## config.mk

```make
export PLATFORM = sky130hd
export DESIGN_NAME = hds_front
export DESIGN_NICKNAME = d
export VERILOG_FILES = /design/src/design/hds_pkg.sv /design/src/design/hds_front.sv
export SDC_FILE = /design/constraint.sdc
export NUM_CORES = 1
export LEC_CHECK = 0
export BUFFER_PORTS_ARGS = -buffer_cell sky130_fd_sc_hd__clkbuf_2
export CORE_MARGIN = 1
export CORE_UTILIZATION = 59
export DETAILED_ROUTE_END_ITERATION = 7
export GPL_TIMING_DRIVEN = 0
export PLACE_DENSITY = 0.82
export SYNTH_ARGS = -nofsm -noshare
export SYNTH_HDL_FRONTEND = slang
export SYNTH_SLANG_ARGS = --single-unit
```

## constraint.sdc

```tcl
create_clock -name i_clk -period 13.82 [get_ports i_clk]
set_input_delay 2.764 -clock i_clk [delete_from_list [all_inputs] [get_ports i_clk]]
set_output_delay 2.764 -clock i_clk [all_outputs]
set_load 0.03 [all_outputs]
```

## src/design/hds_pkg.sv

```systemverilog
// ============================================================================
// hds_pkg
// shared types and constants of the heat diffusion stencil unit
// ============================================================================
package hds_pkg;

    // fixed field widths
    localparam int ROW_BITS      = 12;
    localparam int HEIGHT_BITS   = 13;
    localparam int RATE_BITS     = 16;
    localparam int RATE_FRAC     = 16;
    localparam int APB_ADDR_BITS = 4;
    localparam int APB_DATA_BITS = 32;

    // geometry limits
    localparam int MIN_DIM       = 3;
    localparam int MAX_HEIGHT    = 4096;

    // register reset values
    localparam int RST_GRID_WIDTH     = 100;
    localparam int RST_GRID_HEIGHT    = 100;
    localparam int RST_DIFFUSION_RATE = 6554;

    // front to back queue
    localparam int QUEUE_DEPTH   = 4;

    // register index on the config port
    typedef enum logic [1:0] {
        REG_GRID_WIDTH     = 2'd0,
        REG_GRID_HEIGHT    = 2'd1,
        REG_DIFFUSION_RATE = 2'd2
    } t_reg_idx;

    // classification of one cell as the front hands it to the back
    typedef struct packed {
        logic [ROW_BITS-1:0] row;      // row of the incoming cell
        logic                col_nz;   // column is not zero: window step and store update
        logic                last_col; // last column of the row
        logic                emit;     // a result comes out for the cell to the north-west
        logic                last;     // that result is the last interior cell
    } t_item_flags;

endpackage

```

## src/design/hds_front.sv

```systemverilog
// ============================================================================
// hds_front
// raster position tracking and classification of incoming cells
// ============================================================================
module hds_front #(
    parameter int MAX_WIDTH = 256
) (
    input  logic                                 i_clk,
    input  logic                                 i_rst_n,
    input  logic [$clog2(MAX_WIDTH+1)-1:0]       i_grid_width,
    input  logic [hds_pkg::HEIGHT_BITS-1:0]      i_grid_height,
    input  logic                                 i_push,
    input  logic                                 i_frame_start,
    output logic [$clog2(MAX_WIDTH)-1:0]         o_col,
    output hds_pkg::t_item_flags                 o_flags
);

    localparam int CB = $clog2(MAX_WIDTH);
    localparam int WB = $clog2(MAX_WIDTH + 1);
    localparam int RB = hds_pkg::ROW_BITS;
    localparam int HB = hds_pkg::HEIGHT_BITS;

    logic [CB-1:0] r_col;
    logic [RB-1:0] r_row;
    logic [CB-1:0] n_col;
    logic [RB-1:0] n_row;

    logic [WB-1:0] w_eff;
    logic [HB-1:0] h_eff;
    logic [CB-1:0] col_start;
    logic [RB-1:0] row_start;
    logic          wrap_col;
    logic [HB-1:0] row_ext;
    logic [CB-1:0] s_col;
    logic [RB-1:0] s_row;
    logic          last_col;
    logic          last_row;

    // clamp geometry to the supported range
    always_comb begin
        if (i_grid_width < WB'(hds_pkg::MIN_DIM)) begin
            w_eff = WB'(hds_pkg::MIN_DIM);
        end else if (i_grid_width > WB'(MAX_WIDTH)) begin
            w_eff = WB'(MAX_WIDTH);
        end else begin
            w_eff = i_grid_width;
        end
        if (i_grid_height < HB'(hds_pkg::MIN_DIM)) begin
            h_eff = HB'(hds_pkg::MIN_DIM);
        end else if (i_grid_height > HB'(hds_pkg::MAX_HEIGHT)) begin
            h_eff = HB'(hds_pkg::MAX_HEIGHT);
        end else begin
            h_eff = i_grid_height;
        end
    end

    // position of this cell, with wrap when the geometry shrank
    always_comb begin
        col_start = i_frame_start ? '0 : r_col;
        row_start = i_frame_start ? '0 : r_row;
        wrap_col  = (WB'(col_start) >= w_eff);
        row_ext   = {1'b0, row_start} + HB'(wrap_col);
        s_col     = wrap_col ? '0 : col_start;
        s_row     = (row_ext >= h_eff) ? '0 : row_ext[RB-1:0];
        last_col  = (WB'(s_col) == w_eff - WB'(1));
        last_row  = ({1'b0, s_row} == h_eff - HB'(1));
    end

    always_comb begin
        o_col            = s_col;
        o_flags.row      = s_row;
        o_flags.col_nz   = (s_col != '0);
        o_flags.last_col = last_col;
        o_flags.emit     = (s_row >= RB'(2)) && (s_col >= CB'(2));
        o_flags.last     = last_row && last_col;
    end

    // position of the next cell
    always_comb begin
        n_col = r_col;
        n_row = r_row;
        if (i_push) begin
            if (last_col) begin
                n_col = '0;
                n_row = last_row ? '0 : s_row + RB'(1);
            end else begin
                n_col = s_col + CB'(1);
                n_row = s_row;
            end
        end
    end

    always_ff @(posedge i_clk) begin
        if (!i_rst_n) begin
            r_col <= '0;
            r_row <= '0;
        end else begin
            r_col <= n_col;
            r_row <= n_row;
        end
    end

endmodule

```

==> metrics <==
drt total wl=between 10 and 15 mm; Non-Filler Instances=approximately 610; HP Class=flop to flop; CTS max path bufs=2; Clock Power Share=0.271; Post-synth EDFFs=0; CP Data Required Time=11.06 ns; P&R area growth vs syn=11.0%; Slew Viols, Final=0; routability cong.=0.945; fin nets=about 600; Worst Hold End=r_row[11]; synthesis-stage register bit count=20; DP Cell Count=604; maximum vdd drop=0.0301 mV; via count=~4100; I/O pin count=50; setup violators final=0; placed cell area=approximately 3700 µm²; run status=complete, no violations; Worst Path Buf+Inv=5; worst hold stages=2; Synth area leader=dfxtp_1; # hold bufs at CTS=0; Synth cell types=76; global-route wire length before repair=17.3 mm; Comb power frac=0.372; die height=78.0 µm; fin crit period=12.87 ns; reg2reg start=r_col[7]; CTS tree=built; top sig layer=met4; Seq/Total Area, Yosys=0.117; register share of total power=0.357; setup TNS=0 ns; H-tree depth=1; Worst setup EP type=output port; Net Sw Frac=0.367; WL/cell=around 17 µm; R2R depth=27; critical path launch point type=input pin; Synth top area share=0.117; Critical Path AT=about 10 ns; Fin Clk Skew=0.00369 ns; largest net degree at the start of global routing=12; share of cells above drive strength 1=0.129; Crit path top cell by count=ha_1; Post-synth ARST share=0; switching power=0.0000612 W; critical path's slowest cell=nor3b_1; Pre-antenna DRT Iters=5; post-cts sizing count=0; Post-Route M1 WL=4.49 mm; Final Hold Fails=0; antenna viol nets, final=0; core area=5540 µm²; most frequent cells in the layout=nand2_1 (50), clkbuf_2 (46), nor2_1 (35); met3 routed WL=roughly 830 µm; initial antenna violation count=0; Slew @ Worst Pin=0.877 ns; postcts setup bufs=0; Total Die Area=6090 µm²; worst hold path startpoint=r_row[11]; CP delay by family, top=simple AND/OR/NAND/NOR gates; DRC=0; P per Cell Area=about 44 nW/µm²; Post-Syn Area=3410 µm²; Skew-Pair Late Insertion Delay=approximately 0.26 ns; total global routing overflow=0; top cells by area, synth=dfxtp_1 (12%), ha_1 (11%), xnor2_1 (5.6%); # diodes=0; clock-pin slew on the worst setup and hold paths=0.08 ns; Starting Density=0.616; unrepaired setup endpoints after global routing=no; synth warn=0; crit-path cells=clkbuf_1 -> clkbuf_1 -> buf_1 -> nor2b_1 -> ha_1 -> a31oi_1 -> o21a_1 -> nor2_1 -> ha_1 -> ha_1 -> nand2b_1 -> or4_1 -> a21o_1 -> inv_1 -> ha_1 -> and4_1 -> a311o_1 -> o31a_1 -> nor3b_1 -> xor2_1 -> or4b_1 -> nor3b_1 -> and4_1 -> clkbuf_2; clk sinks=20; Final Cycle Share=0.931; Total Power=0.000167 W; vias in the first global route=3703; Critical Path Max Stage Delay=between 0.7 and 0.8 ns; port buffer count=46; Lkg Pwr=1.56 nW; Slew headroom=0.414; Pint=0.000106 W; row cnt=27; max cap viols=0; Die W=78.0 µm; DP HPWL=8.28 mm; GR Util All Layers=0.349; Num CTS Buffers=3; Setup CP Type=input pin to output port; syn_area_per_cell=~7 µm²; fin area=around 3800 µm²; DR vias/cell=6.67; clk root buf=clkbuf_8; Worst Setup Slack post-DPL=~1.1 ns; Max Fanout on Critical Path=10; Met2 Wirelength=4.64 mm; Max Clock Freq=77.7 MHz; DR iter-0 viols=about 450; Worst Slack Setup Final=0.953 ns; syn_nets=around 540; cells after synthesis=486; worst reg2reg setup slack=~6.1 ns; top_reg_cell synth=dfxtp_1; Reg-to-Reg End=r_row[10]; commonest non-fill, non-tap cell in the layout=nand2_1
## registers in the layout, summed over array words and instances (netlist names)
name   cells
r_row     12
r_col      8
## kinds of logic after synthesis
logic type                 synth area share
AOI/OAI and AO/OA                     0.258
xor gates and xnor gates             0.0770
adders and majority gates             0.110
buffers and inverters                0.0634
DFF                                   0.117
muxes                                0.0180
and+or+nand+nor                       0.356
## cell type report
cell class	count	area, µm²
Timing Repair Buffer	46	230
Multi-Input combinational cell	411	2800
Buffer	22	92.6
Sequential cell	20	400
Clock buffer	4	55.1
Inverter	33	124
Tap cell	72	90.1
Fill cell	504	1750
## worst min-delay path, cell delays in order (launching register included)
cell and delay, ns:
dfxtp_1 0.34, nand2_1 0.06, o21ai_1 0.05
## power groups by stage
| stage | registers (W) | clock network [W] | logic, W |
|---|---|---|---|
| final | 0.0000596 | 0.0000452 | 0.0000620 |
| after global routing | 0.0000597 | 0.0000481 | 0.0000677 |
| after CTS | 0.0000595 | 0.0000459 | 0.0000606 |
| after detailed placement | 0.0000609 | 0 | 0.0000601 |
| after global placement | 0.0000608 | 0 | 0.0000580 |
| after floorplan | 0.0000605 | 0 | 0.0000415 |
## cell usage after synthesis (all sizes together), types with 11 or more instances
cell    number
nor2        35
inv         32
nand2b      16
nor3        19
a31oi       11
a21oi       21
o21ai       24
nor2b       14
nand2       50
ha          30
dfxtp       20
nand4       15
nor4        16
xnor2       22
clkbuf      17
nand3       24
## through the flow
| stage | hold slack, ns | util |
|---|---|---|
| floorplan | 0.447 | - |
| global placement | 0.463 | 0.674 |
| CTS | 0.484 | 0.684 |
| global route | 0.520 | 0.684 |
| detailed placement | 0.474 | 0.674 |
| finish | 0.492 | 0.684 |
## layer usage
layer,up-vias,track usage
met1,1851,0.472
li1,1925,-
met4,0,0.144
met3,44,0.0523
met5,-,0
met2,235,0.553
## worst max-delay path by stage
stage	startpoint	endpoint	cells after the start
finish	i_frame_start	o_flags[0]	24
global placement	i_frame_start	o_flags[0]	24
CTS	i_frame_start	o_flags[0]	24
global route	i_frame_start	o_flags[0]	24
floorplan	i_grid_width[4]	o_flags[0]	25
detailed placement	i_frame_start	o_flags[0]	24
(Power assumes the default switching activity.)
