[config.mk]
export PLATFORM = sky130hd
export DESIGN_NAME = hds_queue
export DESIGN_NICKNAME = d
export VERILOG_FILES = /design/src/design/hds_queue.sv
export SDC_FILE = /design/constraint.sdc
export NUM_CORES = 1
export LEC_CHECK = 0
export ABC_CLOCK_PERIOD_IN_PS = 5310
export BUFFER_PORTS_ARGS = -buffer_cell sky130_fd_sc_hd__buf_2
export CAP_MARGIN = 40
export CORE_MARGIN = 3
export CORE_UTILIZATION = 50
export CTS_CLUSTER_DIAMETER = 120
export DETAILED_ROUTE_END_ITERATION = 8
export PLACE_DENSITY = 0.75
export SKIP_CTS_REPAIR_TIMING = 1
export SLEW_MARGIN = 20
export SYNTH_ARGS = -nofsm -noshare
export SYNTH_HDL_FRONTEND = slang
export SYNTH_SLANG_ARGS = --single-unit
export TNS_END_PERCENT = 20
[constraint.sdc]
create_clock -name i_clk -period 5.31 [get_ports i_clk]
set_clock_uncertainty 0.15 [all_clocks]
set_input_delay 0.2655 -clock i_clk [delete_from_list [all_inputs] [get_ports i_clk]]
set_output_delay 0.2655 -clock i_clk [all_outputs]
set_load 0.05 [all_outputs]
[src/design/hds_queue.sv]
// ============================================================================
// hds_queue
// small register fifo between the classifying front and the stencil back
// ============================================================================
module hds_queue #(
    parameter int WIDTH = 64,
    parameter int DEPTH = 4
) (
    input  logic             i_clk,
    input  logic             i_rst_n,
    input  logic             i_push,
    input  logic [WIDTH-1:0] i_data,
    output logic             o_ready,
    input  logic             i_pop,
    output logic             o_valid,
    output logic [WIDTH-1:0] o_data
);

    localparam int PTR_BITS = (DEPTH > 1) ? $clog2(DEPTH) : 1;
    localparam int CNT_BITS = $clog2(DEPTH + 1);

    logic [WIDTH-1:0]    r_mem [DEPTH];
    logic [PTR_BITS-1:0] r_wr_ptr;
    logic [PTR_BITS-1:0] r_rd_ptr;
    logic [CNT_BITS-1:0] r_count;
    logic [PTR_BITS-1:0] n_wr_ptr;
    logic [PTR_BITS-1:0] n_rd_ptr;
    logic [CNT_BITS-1:0] n_count;

    assign o_ready = (r_count != CNT_BITS'(DEPTH));
    assign o_valid = (r_count != '0);
    assign o_data  = r_mem[r_rd_ptr];

    always_comb begin
        n_wr_ptr = r_wr_ptr;
        n_rd_ptr = r_rd_ptr;
        n_count  = r_count;
        if (i_push) begin
            n_wr_ptr = (r_wr_ptr == PTR_BITS'(DEPTH - 1)) ? '0 : r_wr_ptr + PTR_BITS'(1);
        end
        if (i_pop) begin
            n_rd_ptr = (r_rd_ptr == PTR_BITS'(DEPTH - 1)) ? '0 : r_rd_ptr + PTR_BITS'(1);
        end
        if (i_push && !i_pop) begin
            n_count = r_count + CNT_BITS'(1);
        end else if (!i_push && i_pop) begin
            n_count = r_count - CNT_BITS'(1);
        end
    end

    always_ff @(posedge i_clk) begin
        if (!i_rst_n) begin
            r_wr_ptr <= '0;
            r_rd_ptr <= '0;
            r_count  <= '0;
        end else begin
            r_wr_ptr <= n_wr_ptr;
            r_rd_ptr <= n_rd_ptr;
            r_count  <= n_count;
        end
    end

    always_ff @(posedge i_clk) begin
        if (i_push) begin
            r_mem[r_wr_ptr] <= i_data;
        end
    end

    // the top must never push into a full queue nor pop an empty one
    a_no_overflow : assert property (@(posedge i_clk) disable iff (!i_rst_n)
        (i_push && !o_ready) |-> i_pop)
        else $error("push into full queue");

    a_no_underflow : assert property (@(posedge i_clk) disable iff (!i_rst_n)
        i_pop |-> o_valid)
        else $error("pop from empty queue");

endmodule

==> results.txt, run 1 <==
post-route ant nets: 0
nets: 676
share of cells above drive strength 1: 38.75%
PortBufs: 133
post-layout min period: 2.765 ns
crit start category: flip-flop
wire length per cell: 20.11 um
NetSw: 1.178 mW
Synth Instances: 379
max-cap check violation count: 0
Die H: 145.8 um
vias in the first global route: 4802
pwr dens: 398.9 nW/um^2
pre-CTS WS: 3.036 ns
Seq pwr share: 49.5%
RSZ-0062 raised after global routing: no
synth unique cells: 23
clock buffer depth: 3
Final WS setup: 2.545 ns
Slew @ Worst Pin: 0.5024 ns
status: completed
pin count of the biggest net entering global routing: 43
DRT Pass-1 Iters: 5
WL final: 17.76 mm
CTS tree: yes
standard-cell rows: 50
mean post-synth cell area: 25.78 sq um
Final Hold Violating Endpoints: 0
Die Width: 145.8 um
RD Place Congestion: 0.6724
Comb power frac: 12.9%
Hold Slack: 0.01818 ns
crit path kind: reg -> out
Clock power frac: 37.6%
clock sink total: 265
worst hold stages: 3
CTS Buf Count: 27
worst hold path class: in -> reg
period utilization: 52.07%
crit-path max FO: 19
Achievable Freq: 0.3617 GHz
CP required: 4.89 ns
yosys warns: 0
Core Area: 18960 sq um
Yosys reg bits: 265
IO Pins: 134
crit-path max cell delay: 0.58 ns
slack of the worst reg-to-reg path: 3.48 ns
via/cell ratio: 5.267
Seq/Total Area, Yosys: 80.53%
total track usage: 16.11%
internal power: 3.739 mW
clock-pin slew on the worst setup and hold paths: 0.06 ns
worst vdd ir: 0.0002502 V
path depth of the worst reg2reg path: 3
crit-path cells: buf_4, mux4_2, buf_2
DP Area: 10780 sq um
Post-Syn Area: 9769 sq um
Area Overhead vs Synth: 26.17%
Setup TNS: 0 ns
Max Slew Vio Count: 0
Critical Path Slowest Stage Cell: dfxtp_4
Root Driver: clkbuf_16
DRC: 0
initial DRC count: 232
Slew Limit Headroom: 66.51%
Setup violations, final: 0
initial antenna violation count: 1
leakage power total: 4.235 nW
die area: 21250 sq um
Synth Net Count: 454
Finished Cell Area: 12330 sq um
dpl hpwl: 10.35 mm
Critical Path AT: 2.35 ns
# H-tree levels: 1
Initial Util: 51.54%
grt total ovfl: 0
endpoint class of the critical path: primary output
Sw Ratio: 23.96%
Clock Latency Late Sink: 0.52 ns
Vias: 4651
first-pass GRT wire length: 26.85 mm
## sequential cells by signal, indices dropped and copies added, names as in the netlist, named ones only
register and flops:
r_mem 256, r_count 3, r_rd_ptr 2, r_wr_ptr 2
## path summary, 6_finish.rpt
kind / from / endpoint
min reg2reg: r_count[2]$_SDFFE_PN0P_ / r_count[2]$_SDFFE_PN0P_
max: flip-flop / o_data[45]
min: i_push / r_wr_ptr[1]$_SDFFE_PN0P_
max reg2reg: r_wr_ptr[0]$_SDFFE_PN0P_ / r_mem[3][7]$_DFFE_PP_
## synthesized netlist by cell type
master | count | area share, %
a21boi_0 | 1 | 0.077
and2_1 | 5 | 0.32
buf_12 | 6 | 1.2
buf_2 | 6 | 0.31
buf_6 | 1 | 0.12
clkbuf_2 | 1 | 0.051
dfxtp_1 | 9 | 1.8
edfxtp_1 | 256 | 79
fa_1 | 1 | 0.20
ha_1 | 6 | 0.77
inv_1 | 4 | 0.15
mux2i_1 | 4 | 0.41
mux4_1 | 4 | 1.1
mux4_2 | 60 | 14
nand2_1 | 1 | 0.038
nor2_1 | 2 | 0.077
nor2b_1 | 5 | 0.32
nor3_1 | 1 | 0.051
o21a_1 | 1 | 0.077
o21ai_0 | 1 | 0.051
or3_1 | 2 | 0.13
xnor2_1 | 1 | 0.090
xor2_1 | 1 | 0.090
## worst max-delay path, delay by kind of cell, from the launching register on
kind / cells / cell delay (ns)
flops: 1 / 0.58
buf+inv: 2 / 0.66
mux: 1 / 0.56
## routing by layer
| metal | routed length [um] | global-route usage, % | vias up |
|---|---|---|---|
| li1 | - | - | 2069 |
| met5 | 0 | 0 | - |
| met1 | 7358 | 21.08 | 2408 |
| met4 | 452 | 4.748 | 0 |
| met3 | 836 | 4.080 | 34 |
| met2 | 9112 | 27.10 | 140 |
## cell usage in the layout, fill, tap and decap left out, drive strengths merged, types with 2 or more instances in the layout
cell and n:
edfxtp 256, or3 2, inv 5, dfxtp 9
dlygate4sd3 67, nor2b 5, clkbuf 35, nor2 2
clkinv 10, buf 140, and2 5, mux4 64
bufinv 4, mux2i 4, ha 6
## metrics by stage
| stage | power [mW] | cells | util, % |
|---|---|---|---|
| global placement | 3.046 | 759 | 56.02 |
| CTS | 4.935 | 815 | 61.47 |
| finish | 4.917 | 883 | 65.02 |
| floorplan | 2.917 | 379 | - |
| detailed placement | 3.080 | 765 | 56.85 |
| global route | 5.097 | 883 | 65.02 |
## power by group through the flow
stage	logic, mW	clock network (mW)	registers, mW
detailed placement	0.602	0	2.48
floorplan	0.458	0	2.46
global route	0.671	1.98	2.44
CTS	0.603	1.90	2.43
global placement	0.556	0	2.49
finish	0.635	1.85	2.43
## kinds of logic (layout without fill, tap and decap cells)
family	Yosys count	in the layout	synth area share, %
DFF	265	265	80.53
buffers and inverters	18	261	1.857
muxes	68	68	15.32
xor gates and xnor gates	2	2	0.1793
adders and majority gates	7	7	0.9733
and+or+nand+nor	16	16	0.9349
AOI/OAI and AO/OA	3	3	0.2049
other	0	1	0
## layout make-up
type                            instances  area [sq um]
Antenna cell                            1         2.502
Clock buffer                           35         705.7
Clock inverter                         15         170.2
Fill cell                            1265          6630
Inverter                                4         15.01
Multi-Input combinational cell         96          1730
Sequential cell                       265          7875
Tap cell                              260         325.3
Timing Repair Buffer                  207          1501
(Power assumes the default switching activity.)
==> run 2: changes to the inputs <==
Settings changed: ABC_CLOCK_PERIOD_IN_PS 5310 to 2880.
Clock period 5.31 ns to 2.88 ns, I/O delays scaled along.
==> run 2 against run 1 <==
- die area unchanged
- cell area decreased by 0.68%
- critical path depth unchanged
- register-to-register slack got worse by 2.5 ns
- combinational power increased by 84%
- highest routed layer unchanged
==> results.txt, run 2 (same netlist as run 1, synthesis figures left out) <==
status: completed
Slew @ Worst Pin: 0.6146 ns (+0.1122 ns)
dpl hpwl: 10.79 mm (+4.2%)
routing usage on met1: 21.59% (+0.51 points)
CTS Buf Count: 26 (-3.7%)
clock-pin slew on the worst setup and hold paths: 0.06 ns (about the same)
Cells after DPL: 771 (+0.78%)
Setup TNS: 0 ns (unchanged)
IO Pins: 134 (unchanged)
Slew Limit Headroom: 59.02% (-7.5 points)
initial antenna violation count: 0 (-1)
worst vdd ir: 0.0005276 V (+110%)
final std cells w/o fill: 885 (+0.23%)
standard-cell rows: 50 (unchanged)
DRT Pass-1 Iters: 5 (unchanged)
Clock Latency Late Sink: 0.51 ns (about the same)
Die H: 145.8 um (unchanged)
Sw Ratio: 24.25% (+0.29 points)
via/cell ratio: 5.290 (+0.44%)
Hold Slack: 0.2317 ns (+0.2136 ns)
Critical Path Slowest Stage Cell: dfxtp_4
RSZ-0062 raised after global routing: no
WL final: 17.91 mm (+0.84%)
initial DRC count: 356 (+53%)
# H-tree levels: 1 (unchanged)
Max Slew Vio Count: 0 (unchanged)
post-layout min period: 2.578 ns
RD Place Congestion: 0.6874 (+2.2%)
biggest registers after layout: r_mem: 256 flops, r_count: 3 flops
met3 usage: 4.111% (+0.031 points)
die area: 21250 sq um (unchanged)
crit start category: flip-flop
first-pass GRT wire length: 27.12 mm (+1.0%)
number of flip-flops in the largest register: 256 (unchanged)
Core Area: 18960 sq um (unchanged)
max-cap check violation count: 0 (unchanged)
Achievable Freq: 0.3880 GHz
grt total ovfl: 0 (unchanged)
Seq pwr share: 51.5% (+2.0 points)
Area Overhead vs Synth: 25.31%
vias in the first global route: 4839 (+0.77%)
met2 GRT Util: 27.40% (+0.30 points)
CP required: 2.59 ns (-2.30 ns)
crit path kind: reg -> out
Root Driver: clkbuf_16
Vias: 4682 (+0.67%)
post-route ant nets: 0 (unchanged)
nets: 682 (+0.89%)
Pwr Total: 8.731 mW (+78%)
crit-path cells: buf_12, mux4_1, buf_2
pin count of the biggest net entering global routing: 43 (unchanged)
DRC: 0 (unchanged)
Critical Path AT: 2.28 ns (-0.07 ns)
clock buffer depth: 3 (unchanged)
crit-path max FO: 27 (+8)
Final Hold Violating Endpoints: 0 (unchanged)
period utilization: 89.50%
gr busiest metal: met2
clock sink total: 265 (unchanged)
ant diodes: 0 (-1)
Setup violations, final: 0 (unchanged)
internal power: 6.614 mW (+77%)
total track usage: 16.25% (+0.14 points)
Die Width: 145.8 um (unchanged)
NetSw: 2.117 mW (+80%)
Largest Register: r_mem
most common cell after layout, fill and taps aside: edfxtp_1
PortBufs: 133 (unchanged)
wire length per cell: 20.24 um (+0.61%)
commonest cells after routing, fill and taps aside: edfxtp_1, buf_2, dlygate4sd3_1
share of cells above drive strength 1: 38.88% (+0.13 points)
worst hold path class: in -> reg
endpoint class of the critical path: primary output
pwr dens: 713.2 nW/um^2 (+79%)
leakage power total: 4.207 nW (-0.67%)
Comb power frac: 13.4% (+0.5 points)
Clock power frac: 35.2% (-2.4 points)
crit-path max cell delay: 0.73 ns (+0.15 ns)
CTS tree: yes
Initial Util: 51.54% (unchanged)
run 2: changes by cell type in the layout (fill, tap and decap cells not counted), moves of 3 or more:
cell	delta
buf_16	-5
bufinv_16	-3
buf_12	+5
buf_4	+6
run 2: cell type report:
| cell class | instances | area, sq um |
|---|---|---|
| Sequential cell | 265 | 7875 |
| Timing Repair Buffer | 214 | 1519 |
| Clock buffer | 36 | 709.4 |
| Tap cell | 260 | 325.3 |
| Fill cell | 1285 | 6714 |
| Inverter | 4 | 15.01 |
| Multi-Input combinational cell | 96 | 1730 |
| Clock inverter | 10 | 67.56 |
run 2: critical path: cells and delay by family (launching register included):
kind	cells	cell delay (ns)
mux	1	0.56
buf+inv	2	0.47
flops	1	0.73
run 2: path summary, 6_finish.rpt:
check | startpoint | to | slack (ns) | cells past startpoint
max | flip-flop | o_data[56] | 0.30 | 3
min reg2reg | r_rd_ptr[1]$_SDFFE_PN0P_ | flip-flop | 0.40 | 2
min | i_data[14] | r_mem[2][14]$_DFFE_PP_ | 0.23 | 2
max reg2reg | r_wr_ptr[1]$_SDFFE_PN0P_ | r_mem[1][31]$_DFFE_PP_ | 0.94 | 4
run 2: power by group through the flow:
| stage | clock [mW] | sequential, mW | combinational [mW] |
|---|---|---|---|
| after floorplan | 0 | 4.53 | 0.844 |
| after detailed placement | 0 | 4.58 | 1.10 |
| final | 3.07 | 4.49 | 1.17 |
| after global placement | 0 | 4.56 | 1.08 |
| after CTS | 3.15 | 4.50 | 1.11 |
| after global routing | 3.33 | 4.51 | 1.23 |
run 2: layer usage:
metal / vias up / share of wire, %
li1: 2077 / -
met1: 2394 / 39
met2: 172 / 52
met3: 39 / 6.8
met4: 0 / 2.2
met5: - / 0
run 2: through the flow:
| step | cell area [sq um] | setup WS [ns] | util [%] |
|---|---|---|---|
| after floorplan | 9769 | 0.2474 | - |
| after global placement | 10780 | 0.7795 | 56.89 |
| after detailed placement | 10780 | 0.7805 | 56.89 |
| after CTS | 11560 | 0.2271 | 60.99 |
| after global routing | 12240 | 0.1557 | 64.58 |
| final | 12240 | 0.3025 | 64.58 |
==> run 3: changes to the inputs <==
--- a/config.mk
+++ b/config.mk
@@ -15,4 +15,5 @@
 export PLACE_DENSITY = 0.75
 export SKIP_CTS_REPAIR_TIMING = 1
+export SKIP_LAST_GASP = 1
 export SLEW_MARGIN = 20
 export SYNTH_ARGS = -nofsm -noshare
==> constraint.sdc (replaced) <==
create_clock -name i_clk -period 2.88 [get_ports i_clk]
set_clock_uncertainty 0.15 [all_clocks]
set_input_delay 0.576 -clock i_clk [delete_from_list [all_inputs] [get_ports i_clk]]
set_output_delay 0.576 -clock i_clk [all_outputs]
set_load 0.05 [all_outputs]
==> run 3 against run 2 <==
- power up 2.8%
- clock power up 10%
- critical endpoint unchanged
- sequential share of layout area up 3.3 points
- wire length down 4.0%
- final cell count down 7.5%
- non-clock buffer count down 69
- via count down 6.3%
- clock-buffer cell count down 1
- combinational power down 5%
- cell area down 4.9%
- maximum frequency down 7.5%
==> results.txt, run 3 (same netlist as run 1, synthesis figures left out) <==
status: completed
RD Place Congestion: 0.7044 (+2.5%)
period utilization: 96.70% (+7.2 points)
pin count of the biggest net entering global routing: 43 (unchanged)
Max Slew Vio Count: 0 (unchanged)
CTS tree: yes
Achievable Freq: 0.3591 GHz (-7.5%)
clock sink total: 265 (unchanged)
share of cells above drive strength 1: 44.27% (+5.4 points)
Initial Util: 51.54% (unchanged)
leakage power total: 3.962 nW (-5.8%)
CP required: 2.15 ns (-0.44 ns)
Critical Path AT: 2.06 ns (-0.22 ns)
PortBufs: 133 (unchanged)
Hold Slack: 0.1189 ns (-0.1129 ns)
Slew @ Worst Pin: 0.6072 ns (-0.007467 ns)
met3 usage: 4.827% (+0.72 points)
Slew Limit Headroom: 59.52% (+0.50 points)
clock buffer depth: 3 (unchanged)
number of flip-flops in the largest register: 256 (unchanged)
IO Pins: 134 (unchanged)
FILL cells: 1317 (+2.5%)
DRC: 0 (unchanged)
Area Overhead vs Synth: 19.20%
DRT Pass-1 Iters: 4 (-1)
Final Hold Violating Endpoints: 0 (unchanged)
routing usage on met1: 20.90% (-0.69 points)
gr busiest metal: met2
Clock Latency Late Sink: 0.52 ns (about the same)
Root Driver: clkbuf_16
Setup TNS: 0 ns (unchanged)
total track usage: 16.31% (+0.055 points)
# H-tree levels: 1 (unchanged)
WL final: 17.18 mm (-4.0%)
biggest registers after layout: r_mem: 256 flops, r_count: 3 flops
Largest Register: r_mem
fin util: 61.43% (-3.1 points)
first-pass GRT wire length: 27.12 mm (unchanged)
worst vdd ir: 0.0005152 V (-2.3%)
standard-cell rows: 50 (unchanged)
post-layout min period: 2.785 ns (+0.2076 ns)
dpl hpwl: 10.45 mm (-3.1%)
Setup violations, final: 0 (unchanged)
Vias: 4389 (-6.3%)
wire length per cell: 20.98 um (+3.7%)
initial antenna violation count: 2 (+2)
Final WS setup: 0.09490 ns (-0.2076 ns)
Core Area: 18960 sq um (unchanged)
vias in the first global route: 4897 (+1.2%)
via/cell ratio: 5.359 (+1.3%)
RSZ-0062 raised after global routing: no
pre-CTS WS: 0.5085 ns (-0.2720 ns)
pwr dens: 770.5 nW/um^2 (+8.0%)
grt total ovfl: 0 (unchanged)
met2 GRT Util: 27.38% (about the same)
Die H: 145.8 um (unchanged)
nets: 613 (-10%)
CTS Buf Count: 26 (unchanged)
commonest cells after routing, fill and taps aside: edfxtp_1, buf_2, mux4_2
endpoint class of the critical path: primary output
Die Width: 145.8 um (unchanged)
worst hold path class: in -> reg
crit-path max FO: 39 (+44%)
crit path kind: reg -> out
post-route ant nets: 0 (unchanged)
die area: 21250 sq um (unchanged)
clock-pin slew on the worst setup and hold paths: 0.06 ns (about the same)
most common cell after layout, fill and taps aside: edfxtp_1
initial DRC count: 222 (-38%)
max-cap check violation count: 0 (unchanged)
crit start category: flip-flop
run 3: layout make-up:
cell class	count	area, sq um	share of cell area (%)
Antenna cell	1	2.502	0.02149
Clock buffer	35	705.7	6.060
Timing Repair Buffer	145	830.8	7.134
Multi-Input combinational cell	96	1730	14.86
Sequential cell	265	7875	67.63
Inverter	4	15.01	0.1289
Tap cell	260	325.3	2.794
Clock inverter	13	160.2	1.375
run 3: worst paths after layout:
path | from | end | cells after the start | slack, ns
max | flip-flop | o_data[56] | 3 | 0.09
min | i_data[21] | r_mem[3][21]$_DFFE_PP_ | 1 | 0.12
max reg2reg | r_wr_ptr[0]$_SDFFE_PN0P_ | r_mem[3][1]$_DFFE_PP_ | 3 | 1.05
min reg2reg | r_count[2]$_SDFFE_PN0P_ | r_count[2]$_SDFFE_PN0P_ | 2 | 0.39
run 3: per-layer routing:
layer  vias up  part of all wire (%)
met5         -                 0.076
met4         2                   2.2
met3        35                   7.0
met2       134                    51
met1      2277                    40
li1       1941                     -
run 3: critical path: stages, from the launching register on:
cell and delay, ns:
dfxtp_4 0.37, buf_12 0.28, mux4_1 0.60, buf_2 0.23
run 3: through the flow:
step                      power, mW  area, sq um  std cells
after global placement        5.651        10780        770
after detailed placement      5.685        10780        770
after global routing          9.280        11640        819
after floorplan               5.379         9769        379
final                         8.972        11640        819
after CTS                     9.075        11640        818
run 3: power breakdown:
group / total (mW) / switching [mW] / internal (mW)
clock network: 3.38 / 1.31 / 2.07
logic: 1.11 / 0.769 / 0.344
registers: 4.48 / 0.0614 / 4.41
